<file path="src/hdl/mrrt_pkg.sv">
`timescale 1ns / 1ps
// ----------------------------------------------------------------------------
// mrrt_pkg
// Shared constants and types for the memory request reorder table.
// ----------------------------------------------------------------------------
package mrrt_pkg;

    localparam int ENTRIES        = 16;
    localparam int CORES          = 4;
    localparam int ROW_COLUMNS    = 1024;
    localparam int IDX_W          = $clog2(ENTRIES);
    localparam int SLOTS_PER_CORE = ENTRIES / CORES;
    // row is address divided by the row size, a power of two
    localparam int ROW_SHIFT      = $clog2(ROW_COLUMNS);

    localparam int ADDR_W = 20;
    localparam int DATA_W = 32;
    localparam int ROW_W  = 10;

    localparam logic [1:0] MODE_INSERT = 2'd0;
    localparam logic [1:0] MODE_PICK   = 2'd1;
    localparam logic [1:0] MODE_RETIRE = 2'd2;

    localparam logic [1:0] STATUS_OK    = 2'd0;
    localparam logic [1:0] STATUS_FULL  = 2'd1;
    localparam logic [1:0] STATUS_EMPTY = 2'd2;

    typedef struct packed {
        logic              kind;
        logic [1:0]        core;
        logic [ADDR_W-1:0] addr;
        logic [DATA_W-1:0] reg_data;
        logic [DATA_W-1:0] order;
        logic [DATA_W-1:0] fwd_value;
    } entry_t;

    typedef struct packed {
        logic             found;
        logic [IDX_W-1:0] idx;
        logic             fwd;
        entry_t           ent;
    } cand_t;

endpackage

</file>
<file path="src/hdl/mrrt_entry_ram.sv">
`timescale 1ns / 1ps
// ----------------------------------------------------------------------------
// mrrt_entry_ram
// Entry payload store: one write port, one registered read port.
// ----------------------------------------------------------------------------
module mrrt_entry_ram (
    input  logic                        aclk,
    input  logic                        wr_en,
    input  logic [mrrt_pkg::IDX_W-1:0]  wr_addr,
    input  mrrt_pkg::entry_t            wr_data,
    input  logic [mrrt_pkg::IDX_W-1:0]  rd_addr,
    output mrrt_pkg::entry_t            rd_data
);

    mrrt_pkg::entry_t mem [mrrt_pkg::ENTRIES];

    always_ff @(posedge aclk) begin
        if (wr_en) begin
            mem[wr_addr] <= wr_data;
        end
        rd_data <= mem[rd_addr];
    end

endmodule

</file>
<file path="src/hdl/memory_request_reorder_table.sv">
`timescale 1ns / 1ps
// ----------------------------------------------------------------------------
// memory_request_reorder_table
// Pending request table with dependency tracking, forwarding and row-hit pick.
// ----------------------------------------------------------------------------
// sequence: insert and pick sweep the entry ram in ST_SCAN at one entry per
// cycle, then register their result beat from ST_DONE; retire and unknown
// modes go from ST_IDLE straight to ST_DONE, which waits on a stalled result
// flow: a new beat is taken only in ST_IDLE, once the result of the last one
// is registered; a new beat is taken while a result waits on the output
// reset: synchronous active-low aresetn clears valid, forward and dependency
// bits; the entry ram holds no reset and is read only under a valid bit
module memory_request_reorder_table (
    input  logic         aclk,
    input  logic         aresetn,
    input  logic         s_tvalid,
    output logic         s_tready,
    // mode, core, is_store, mem_address, reg_or_data, seq_id, open_row,
    // retire_slot (lowest bit up)
    input  logic [103:0] s_tdata,
    output logic         m_tvalid,
    input  logic         m_tready,
    // status, slot, was_forwarded, forward_data, out_is_store, out_address,
    // out_reg_or_data, out_core (lowest bit up)
    output logic [95:0]  m_tdata
);

    localparam int IW = mrrt_pkg::IDX_W;
    localparam int EN = mrrt_pkg::ENTRIES;

    localparam logic [1:0] ST_IDLE = 2'd0;
    localparam logic [1:0] ST_SCAN = 2'd1;
    localparam logic [1:0] ST_DONE = 2'd2;

    logic [1:0] state_reg, state_next;
    logic [IW-1:0] cnt_reg;

    logic [1:0]                      op_mode_reg;
    logic [1:0]                      op_core_reg;
    logic                            op_kind_reg;
    logic [mrrt_pkg::ADDR_W-1:0]     op_addr_reg;
    logic [mrrt_pkg::DATA_W-1:0]     op_rd_reg;
    logic [mrrt_pkg::DATA_W-1:0]     op_ord_reg;
    logic [mrrt_pkg::ROW_W-1:0]      op_row_reg;
    logic [3:0]                      op_ret_reg;

    logic [EN-1:0] valid_reg;
    logic [EN-1:0] fwdv_reg;
    logic [EN-1:0] dep_reg [EN];

    logic [EN-1:0]               deps_acc_reg;
    logic                        fv_acc_reg;
    logic [mrrt_pkg::DATA_W-1:0] fval_acc_reg, ford_acc_reg;
    mrrt_pkg::cand_t             c_fwd_reg, c_row_reg, c_best_reg;

    logic        m_tvalid_reg;
    logic [95:0] m_tdata_reg;

    mrrt_pkg::entry_t rd_data, wr_data;
    logic [IW-1:0]    rd_addr;
    logic             wr_en;

    logic accept;
    assign accept   = s_tvalid && s_tready;
    assign s_tready = (state_reg == ST_IDLE);
    assign m_tvalid = m_tvalid_reg;
    assign m_tdata  = m_tdata_reg;

    assign rd_addr = (state_reg == ST_IDLE) ? '0 : cnt_reg + IW'(1);

    // free slot search over the core's range
    logic             free_found;
    logic [IW-1:0]    free_slot;
    logic [IW-1:0]    core_base;
    always_comb begin
        free_found = 1'b0;
        free_slot  = '0;
        core_base  = IW'(32'(op_core_reg) * mrrt_pkg::SLOTS_PER_CORE);
        if (32'(op_core_reg) < mrrt_pkg::CORES) begin
            for (int j = mrrt_pkg::SLOTS_PER_CORE - 1; j >= 0; j--) begin
                if (!valid_reg[core_base + IW'(j)]) begin
                    free_found = 1'b1;
                    free_slot  = core_base + IW'(j);
                end
            end
        end
    end

    logic finish;
    assign finish = (state_reg == ST_DONE) && (!m_tvalid_reg || m_tready);
    assign wr_en  = finish && (op_mode_reg == mrrt_pkg::MODE_INSERT) && free_found;
    always_comb begin
        wr_data.kind      = op_kind_reg;
        wr_data.core      = op_core_reg;
        wr_data.addr      = op_addr_reg;
        wr_data.reg_data  = op_rd_reg;
        wr_data.order     = op_ord_reg;
        wr_data.fwd_value = fval_acc_reg;
    end

    mrrt_entry_ram u_ram (
        .aclk    (aclk),
        .wr_en   (wr_en),
        .wr_addr (free_slot),
        .wr_data (wr_data),
        .rd_addr (rd_addr),
        .rd_data (rd_data)
    );

    // per-entry compare on the word coming out of the ram
    logic cur_v, cur_ready, cur_hit, cur_fwd_upd, cur_row_hit;
    always_comb begin
        cur_v     = valid_reg[cnt_reg] && (rd_data.core == op_core_reg);
        cur_ready = valid_reg[cnt_reg] && (dep_reg[cnt_reg] == '0);
        if (!rd_data.kind && !op_kind_reg) begin
            cur_hit = (rd_data.reg_data == op_rd_reg);
        end else begin
            cur_hit = (rd_data.addr == op_addr_reg);
        end
        cur_fwd_upd = cur_v && cur_hit && rd_data.kind && !op_kind_reg &&
                      (!fv_acc_reg || rd_data.order >= ford_acc_reg);
        cur_row_hit = (rd_data.addr >> mrrt_pkg::ROW_SHIFT) ==
                      mrrt_pkg::ADDR_W'(op_row_reg);
    end

    mrrt_pkg::cand_t cur_cand;
    always_comb begin
        cur_cand.found = 1'b1;
        cur_cand.idx   = cnt_reg;
        cur_cand.fwd   = fwdv_reg[cnt_reg];
        cur_cand.ent   = rd_data;
    end

    always_comb begin
        state_next = state_reg;
        case (state_reg)
            ST_IDLE: begin
                if (accept) begin
                    if (s_tdata[1:0] == mrrt_pkg::MODE_INSERT ||
                        s_tdata[1:0] == mrrt_pkg::MODE_PICK) begin
                        state_next = ST_SCAN;
                    end else begin
                        state_next = ST_DONE;
                    end
                end
            end
            ST_SCAN: begin
                if (cnt_reg == IW'(EN - 1)) state_next = ST_DONE;
            end
            ST_DONE: begin
                if (finish) state_next = ST_IDLE;
            end
            default: state_next = ST_IDLE;
        endcase
    end

    // result packing
    mrrt_pkg::cand_t pick_c;
    logic [95:0]     res;
    always_comb begin
        res    = '0;
        pick_c = c_best_reg;
        if (c_fwd_reg.found)      pick_c = c_fwd_reg;
        else if (c_row_reg.found) pick_c = c_row_reg;
        case (op_mode_reg)
            mrrt_pkg::MODE_INSERT: begin
                if (free_found) begin
                    res[1:0] = mrrt_pkg::STATUS_OK;
                    res[5:2] = 4'(free_slot);
                end else begin
                    res[1:0] = mrrt_pkg::STATUS_FULL;
                end
            end
            mrrt_pkg::MODE_PICK: begin
                if (pick_c.found) begin
                    res[1:0]   = mrrt_pkg::STATUS_OK;
                    res[5:2]   = 4'(pick_c.idx);
                    res[6]     = pick_c.fwd;
                    res[38:7]  = pick_c.fwd ? pick_c.ent.fwd_value : '0;
                    res[39]    = pick_c.ent.kind;
                    res[59:40] = pick_c.ent.addr;
                    res[91:60] = pick_c.ent.reg_data;
                    res[93:92] = pick_c.ent.core;
                end else begin
                    res[1:0] = mrrt_pkg::STATUS_EMPTY;
                end
            end
            mrrt_pkg::MODE_RETIRE: begin
                res[1:0] = mrrt_pkg::STATUS_OK;
                res[5:2] = op_ret_reg;
            end
            default: res = '0;
        endcase
    end

    always_ff @(posedge aclk) begin
        if (!aresetn) begin
            state_reg    <= ST_IDLE;
            m_tvalid_reg <= 1'b0;
            valid_reg    <= '0;
            fwdv_reg     <= '0;
            for (int i = 0; i < EN; i++) dep_reg[i] <= '0;
        end else begin
            state_reg <= state_next;
            if (finish) begin
                m_tvalid_reg <= 1'b1;
                if (wr_en) begin
                    valid_reg[free_slot] <= 1'b1;
                    fwdv_reg[free_slot]  <= fv_acc_reg;
                    dep_reg[free_slot]   <= deps_acc_reg;
                end
                if (op_mode_reg == mrrt_pkg::MODE_RETIRE &&
                    32'(op_ret_reg) < EN) begin
                    valid_reg[IW'(op_ret_reg)] <= 1'b0;
                    fwdv_reg[IW'(op_ret_reg)]  <= 1'b0;
                    for (int i = 0; i < EN; i++) dep_reg[i][IW'(op_ret_reg)] <= 1'b0;
                end
            end else if (m_tvalid_reg && m_tready) begin
                m_tvalid_reg <= 1'b0;
            end
        end
    end

    always_ff @(posedge aclk) begin
        if (finish) m_tdata_reg <= res;
        if (accept) begin
            op_mode_reg    <= s_tdata[1:0];
            op_core_reg    <= s_tdata[3:2];
            op_kind_reg    <= s_tdata[4];
            op_addr_reg    <= s_tdata[24:5];
            op_rd_reg      <= s_tdata[56:25];
            op_ord_reg     <= s_tdata[88:57];
            op_row_reg     <= s_tdata[98:89];
            op_ret_reg     <= s_tdata[102:99];
            cnt_reg        <= '0;
            deps_acc_reg   <= '0;
            fv_acc_reg     <= 1'b0;
            fval_acc_reg   <= '0;
            ford_acc_reg   <= '0;
            c_fwd_reg.found  <= 1'b0;
            c_row_reg.found  <= 1'b0;
            c_best_reg.found <= 1'b0;
        end else if (state_reg == ST_SCAN) begin
            cnt_reg <= cnt_reg + IW'(1);
            if (cur_v && cur_hit) deps_acc_reg[cnt_reg] <= 1'b1;
            if (cur_fwd_upd) begin
                fv_acc_reg   <= 1'b1;
                fval_acc_reg <= rd_data.reg_data;
                ford_acc_reg <= rd_data.order;
            end
            if (cur_ready) begin
                if (fwdv_reg[cnt_reg] && !c_fwd_reg.found) c_fwd_reg <= cur_cand;
                // later slot wins a tie on order
                if (cur_row_hit && (!c_row_reg.found ||
                    rd_data.order <= c_row_reg.ent.order)) c_row_reg <= cur_cand;
                if (!c_best_reg.found || rd_data.order <= c_best_reg.ent.order) begin
                    c_best_reg <= cur_cand;
                end
            end
        end
    end

endmodule

</file>
<file path="config.mk">
export PLATFORM = sky130hd
export DESIGN_NAME = memory_request_reorder_table
export DESIGN_NICKNAME = d
export VERILOG_FILES = /design/src/hdl/mrrt_pkg.sv /design/src/hdl/mrrt_entry_ram.sv /design/src/hdl/memory_request_reorder_table.sv
export SDC_FILE = /design/constraint.sdc
export NUM_CORES = 2
export LEC_CHECK = 0
export BUFFER_PORTS_ARGS = -buffer_cell sky130_fd_sc_hd__buf_2
export CAP_MARGIN = 20
export CORE_MARGIN = 2
export CORE_UTILIZATION = 50
export CTS_BUF_LIST = sky130_fd_sc_hd__clkbuf_4
export DETAILED_ROUTE_END_ITERATION = 10
export PLACE_DENSITY = 0.67
export RECOVER_POWER = 50
export SKIP_LAST_GASP = 1
export SLEW_MARGIN = 20
export SYNTH_ARGS = -nofsm -noshare
export SYNTH_HDL_FRONTEND = slang
export SYNTH_SLANG_ARGS = --single-unit
</file>
<file path="constraint.sdc">
create_clock -name aclk -period 15.84 [get_ports aclk]
set_input_delay 3.96 -clock aclk [delete_from_list [all_inputs] [get_ports aclk]]
set_output_delay 3.96 -clock aclk [all_outputs]
set_load 0.02 [all_outputs]
</file>
# Word-level counts from Yosys, hierarchy flattened

Memory sizes are Yosys's and may differ from the RTL's. A register that Yosys moved wholly into a read port is not among the register bits.
Index checks and enable logic that the tools add are counted.
W data, S select, Z words.

Flip-flop bits (word level): 692
Bits in writable memories: 2160
Input bits: 108
Output and inout port bits: 98
Logic and storage cells: 709
Memories: 2

Add/sub/neg operators: 4
$lt $le $gt $ge: 13
Equal/unequal tests: 13
Muxes and demuxes: 322
Bitwise operators: 262
Reduce and logical (&&, ||, !) cells: 46

Memory list:

| name      | depth | width | rd ports | clocked after Yosys merged registers in | wr ports | RTL line                           | source |
|---|---|---|---|---|---|---|---|
| u_ram.mem | 16    | 119   | 1        | 1                                       | 1        | mrrt_entry_ram.sv:15               | `mrrt_pkg::entry_t mem [mrrt_pkg::ENTRIES];` |
| dep_reg   | 16    | 16    | 1        | 1                                       | 16       | memory_request_reorder_table.sv:49 | `logic [EN-1:0] dep_reg [EN];` |

Operator list:

| cell                 | count |
|---|---|
| $mux W1              | 282 |
| $or A1 B1 Y1         | 256 |
| $mux W125            | 2 |
| $mux W16             | 11 |
| $le A32 B32 Y1       | 2 |
| $mux W4              | 10 |
| $lt A4 B5 Y1 const B | 7 |
| $and A16 B16 Y16     | 2 |
| $eq A32 B32 Y1       | 1 |
| $ge A32 B32 Y1       | 1 |
| $or A16 B16 Y16      | 2 |
| $bmux W1 S4          | 5 |
| $eq A20 B20 Y1       | 1 |
| $pmux W6 S3          | 1 |
| $logic_and A1 B1 Y1  | 17 |
| $bwmux W16           | 1 |
| $logic_not A16 Y1    | 1 |
| $not A16 Y16         | 1 |
| $reduce_or A16 Y1    | 1 |
| $reduce_and A3 Y1    | 5 |
| $demux W1 S4         | 3 |
| $ge A4 B1 Y1 const B | 3 |
| $reduce_and A4 Y1    | 3 |
| $eq A10 B10 Y1       | 1 |
| other kinds (17)     | 41 |

# Logic depth before layout (Yosys ltp)

Word-level depth: 17
Gate-level depth with buffers: 11

# Modules after synthesis

Synthesis repeated with hierarchy kept, for this count alone.

Cells, all modules: 6064
Area total of the unflattened synthesis: 112115.0 sq um

Modules (own cells, without submodules):

| module                       | instances | cells an instance | area an instance (sq um) | seq. area each (sq um) |
|---|---|---|---|---|
| mrrt_entry_ram               | 1         | 3041              | 73422.9                  | 59557.1 |
| memory_request_reorder_table | 1         | 3023              | 38692.1                  | 26355.3 |

# Worst setup path before layout

OpenSTA, ideal clock, no wires.

Kind: in2reg
Start point: input s_tvalid
End point: register c_row_reg[0] (netlist bit) (enable)
Setup time: 0.759 ns
Arrival time: 12.972 ns
Data required time: 15.081 ns
Path slack: 2.109 ns
Cell stages on the path: 5
Buffers on the path: 0
Path through: nand2_1 inv_1 nor4_1 nand3_1 nor3_1

Longest elaborated chain between the ends: 3

Ends and longest elaborated chain:

| element                            | RTL line                           | source |
|---|---|---|
| from (decl)                        | memory_request_reorder_table.sv:16 | `input logic s_tvalid,` |
| $logic_and A1 B1 Y1                | memory_request_reorder_table.sv:64 | `assign accept = s_tvalid && s_tready;` |
| $not A1 Y1 (no source line)        | --                                 |  |
| $reduce_and A4 Y1 (no source line) | --                                 |  |
| to (decl)                          | memory_request_reorder_table.sv:54 | `mrrt_pkg::cand_t c_fwd_reg, c_row_reg, c_best_reg;` |

No other way between the ends.
A chain may end at the register's enable or synchronous reset.

# Worst setup path in the final report

Start point: input s_tvalid
End point: register c_row_reg[86] (netlist bit) (enable)

The elaborated chain is that of the path after synthesis.

==> summary.txt <==
Floorplan
  • Die area: 234,000 um2
  • I/O Pins: 206
  • CORE AREA: 229,000 um2
  • Starting Density: 50.2%
  • Die Ht: 484 um
  • DIE WIDTH: 484 um
  • Rows: 176

Timing
  • Min Clock Period, post-route: 11.22 ns
  • Setup violations, final: 0
  • Max Freq: 0.0891 GHz
  • Hold Worst Slack: 0.410 ns
  • RSZ-0062 raised after global routing: false
  • Tcrit/Tclk final: 70.8%
  • Max Slew Vio Count: 823
  • Hold Fails Final Rpt: 0
  • Slew margin rel.: -208%
  • Setup WS post-layout: 4.62 ns
  • Worst Tran Pin Value: 4.62 ns
  • Layout Skew: 0.156 ns
  • Setup_tns: 0 ns

Clock tree
  • Clk root buf: clkbuf_4
  • Worst skew pair latency: 1.41 ns
  • TritonCTS buffer count: 741
  • CTS tree: yes
  • Clk sinks: 2,943
  • Reg clk slew, reported paths: 0.06 ns
  • H-tree Lvls: 6
  • Post-cts sizing count: 0
  • Clock Tree Buf Depth: 4
  • Hold buffers post-CTS: 0
  • Postcts setup bufs: 0

Cells and area
  • Net count, final: 8,158
  • Post-route cell area: 129,000 um2
  • Max FFs per register: 1,904
  • Synthesis-to-layout area growth: 11.7%
  • Final core occ: 56.1%
  • Proportion of layout cells with a drive suffix above 1: 19.1%
  • Layout Cells excl Fill: 11,600
  • # fillers: 18,100

Routing
  • Via count: 66,800
  • Number of DRC markers in iteration 0: 6,409
  • Pre-antenna DRT Iters: 6
  • # DRC: 0
  • Vias per inst: 5.77
  • Detail Route Antenna Nets: 0
  • DR WL/cell: 24.5 um
  • Total Wirelength: 283,000 um

Logic synthesis
  • Top cells by area, synth: edfxtp_1, mux2i_1, dfxtp_1, nand2_1, mux4_2
  • Mapped Cells: 7,363
  • Synth warn: 0
  • Post-synth top area cell: edfxtp_1
  • Count leader, synth: edfxtp_1
  • Synth cell count leaders: edfxtp_1, nand2_1, mux2i_1, a211oi_1, clkbuf_1
  • Synth async-reset ratio: 0%
  • Seq/Total Area, Yosys: 74.6%
  • Post-synthesis cell type count: 69
  • Syn Std Cell Area: 115,000 um2
  • Prevailing post-synth register cell: edfxtp_1
  • Synth top area share: 70.3%
  • Yosys reg bits: 2,943
  • EDFF count, synth: 2,697
  • Syn Area/Cell: 15.6 um2

Hold path
  • HP Class: register to register
  • HP Start: u_ram.rd_data[26]
  • Hold endpoint: c_row_reg[26]
  • Hold path depth: 0

Critical path
  • Worst Path Arrival: 12.18 ns
  • Critical Path RT: 16.80 ns
  • RR Endpoint: u_ram.rd_data[33]
  • Maximum fanout along the worst path: 65
  • Critical path class: primary input to register
  • RR Startpoint: cnt_reg[0]
  • Crit start category: primary input
  • Worst reg2reg path depth: 9
  • CP endpoint kind: register
  • Worst R2R Setup Slack: 5.05 ns

Place
  • Dpl ws: 6.91 ns
  • Placed Cells: 10,200
  • DP HPWL: 146,000 um
  • IO buf count: 202
  • Placer Congestion: 0.861
  • Dpl cell area: 119,000 um2

Global routing
  • Vias in the first global route: 67,300
  • Initial antenna violation count: 16
  • Global-route usage over all layers: 23.9%
  • Pin count of the biggest net entering global routing: 157
  • First-pass GRT wire length: 421,000 um
  • Grt ovf: 0

Pwr
  • Leak: 45.7 nW
  • PD cells: 128 nW/um2
  • VDD IR max: 0.0740 mV
  • Design Power: 16.5 mW

Outcome
  • Failing checks: max-capacitance violations, max-slew violations
  • Status: finished, violations left

Flow run
  • Total of max-cap violations: 18
where the power goes:
part | switching (mW) | total [mW] | internal [mW]
logic | 0.777 | 1.26 | 0.478
clock network | 2.98 | 6.37 | 3.39
registers | 0.221 | 8.88 | 8.66
layout make-up:
cell class / instances / area (um2) / share of cell area, %
flip-flops and latches: 2943 / 85900 / 66.8
clock buffers: 1143 / 8580 / 6.67
clock inverters: 180 / 921 / 0.716
inverters: 131 / 614 / 0.478
diodes: 11 / 27.5 / 0.0214
well taps: 3026 / 3790 / 2.94
multi-input cells: 3827 / 27000 / 21.0
repair buffers: 306 / 1780 / 1.38
layer usage:
layer / part of all wire, % / GRT usage [%] / vias to the layer above
li1: - / - / 29800
met2: 47 / 37.7 / 2970
met4: 2.4 / 8.00 / 8
met5: 0.021 / 0 / -
met3: 8.4 / 4.97 / 478
met1: 42 / 33.4 / 33500
cell families (layout without fill, tap and decap cells):
logic type      count (synthesis)  count (layout)  share of synthesized area (%)
simple gates                 1892            1892                           7.70
mux                           766             766                           8.11
buf+inv                       594            1760                           2.07
xor+xnor                       69              69                          0.525
other cells                     1              13                        0.00326
flops                        2943            2943                           74.6
compound gates                998             998                           5.89
fa+ha+maj                     100             100                           1.09
placed cells by master, fill, tap and decap left out, drive strengths merged, types with 25 or more instances in the layout:
| master | synthesis | layout |
|---|---|---|
| a211oi | 359 | 359 |
| a21oi | 269 | 269 |
| a311oi | 119 | 119 |
| a31oi | 123 | 123 |
| and2 | 99 | 99 |
| and3 | 165 | 165 |
| buf | 113 | 250 |
| clkbuf | 350 | 1199 |
| clkinv | 0 | 152 |
| dfxtp | 246 | 246 |
| edfxtp | 2697 | 2697 |
| ha | 100 | 100 |
| inv | 131 | 145 |
| mux2i | 632 | 632 |
| mux4 | 133 | 133 |
| nand2 | 951 | 951 |
| nand3 | 26 | 26 |
| nand4 | 36 | 36 |
| nor2 | 248 | 248 |
| nor2b | 244 | 244 |
| nor3 | 30 | 30 |
| nor4 | 52 | 52 |
| o21a | 25 | 25 |
| o21ai | 39 | 39 |
| xnor2 | 42 | 42 |
| xor2 | 27 | 27 |
worst max path at each step:
stage	from	endpoint	slack (ns)	cells after the start
3_3_place_gp	m_tready	u_ram.mem[6][52]	6.96	10
2_1_floorplan	s_tvalid	c_row_reg[0]	2.11	5
5_1_grt	cnt_reg[0]	u_ram.rd_data[33]	4.19	9
3_5_place_dp	m_tready	u_ram.mem[6][82]	6.91	10
6_report	s_tvalid	c_row_reg[86]	4.62	8
4_1_cts	m_tready	u_ram.mem[6][70]	8.44	10
critical path, stage by stage:
cell,delay [ns]
clkbuf_1,0.10
nand2_1,0.12
clkinvlp_2,3.29
nor4_1,1.17
nand3_1,0.22
nor3_1,1.09
buf_4,1.00
buf_4,0.95
Power figures use the tool's default switching activity.
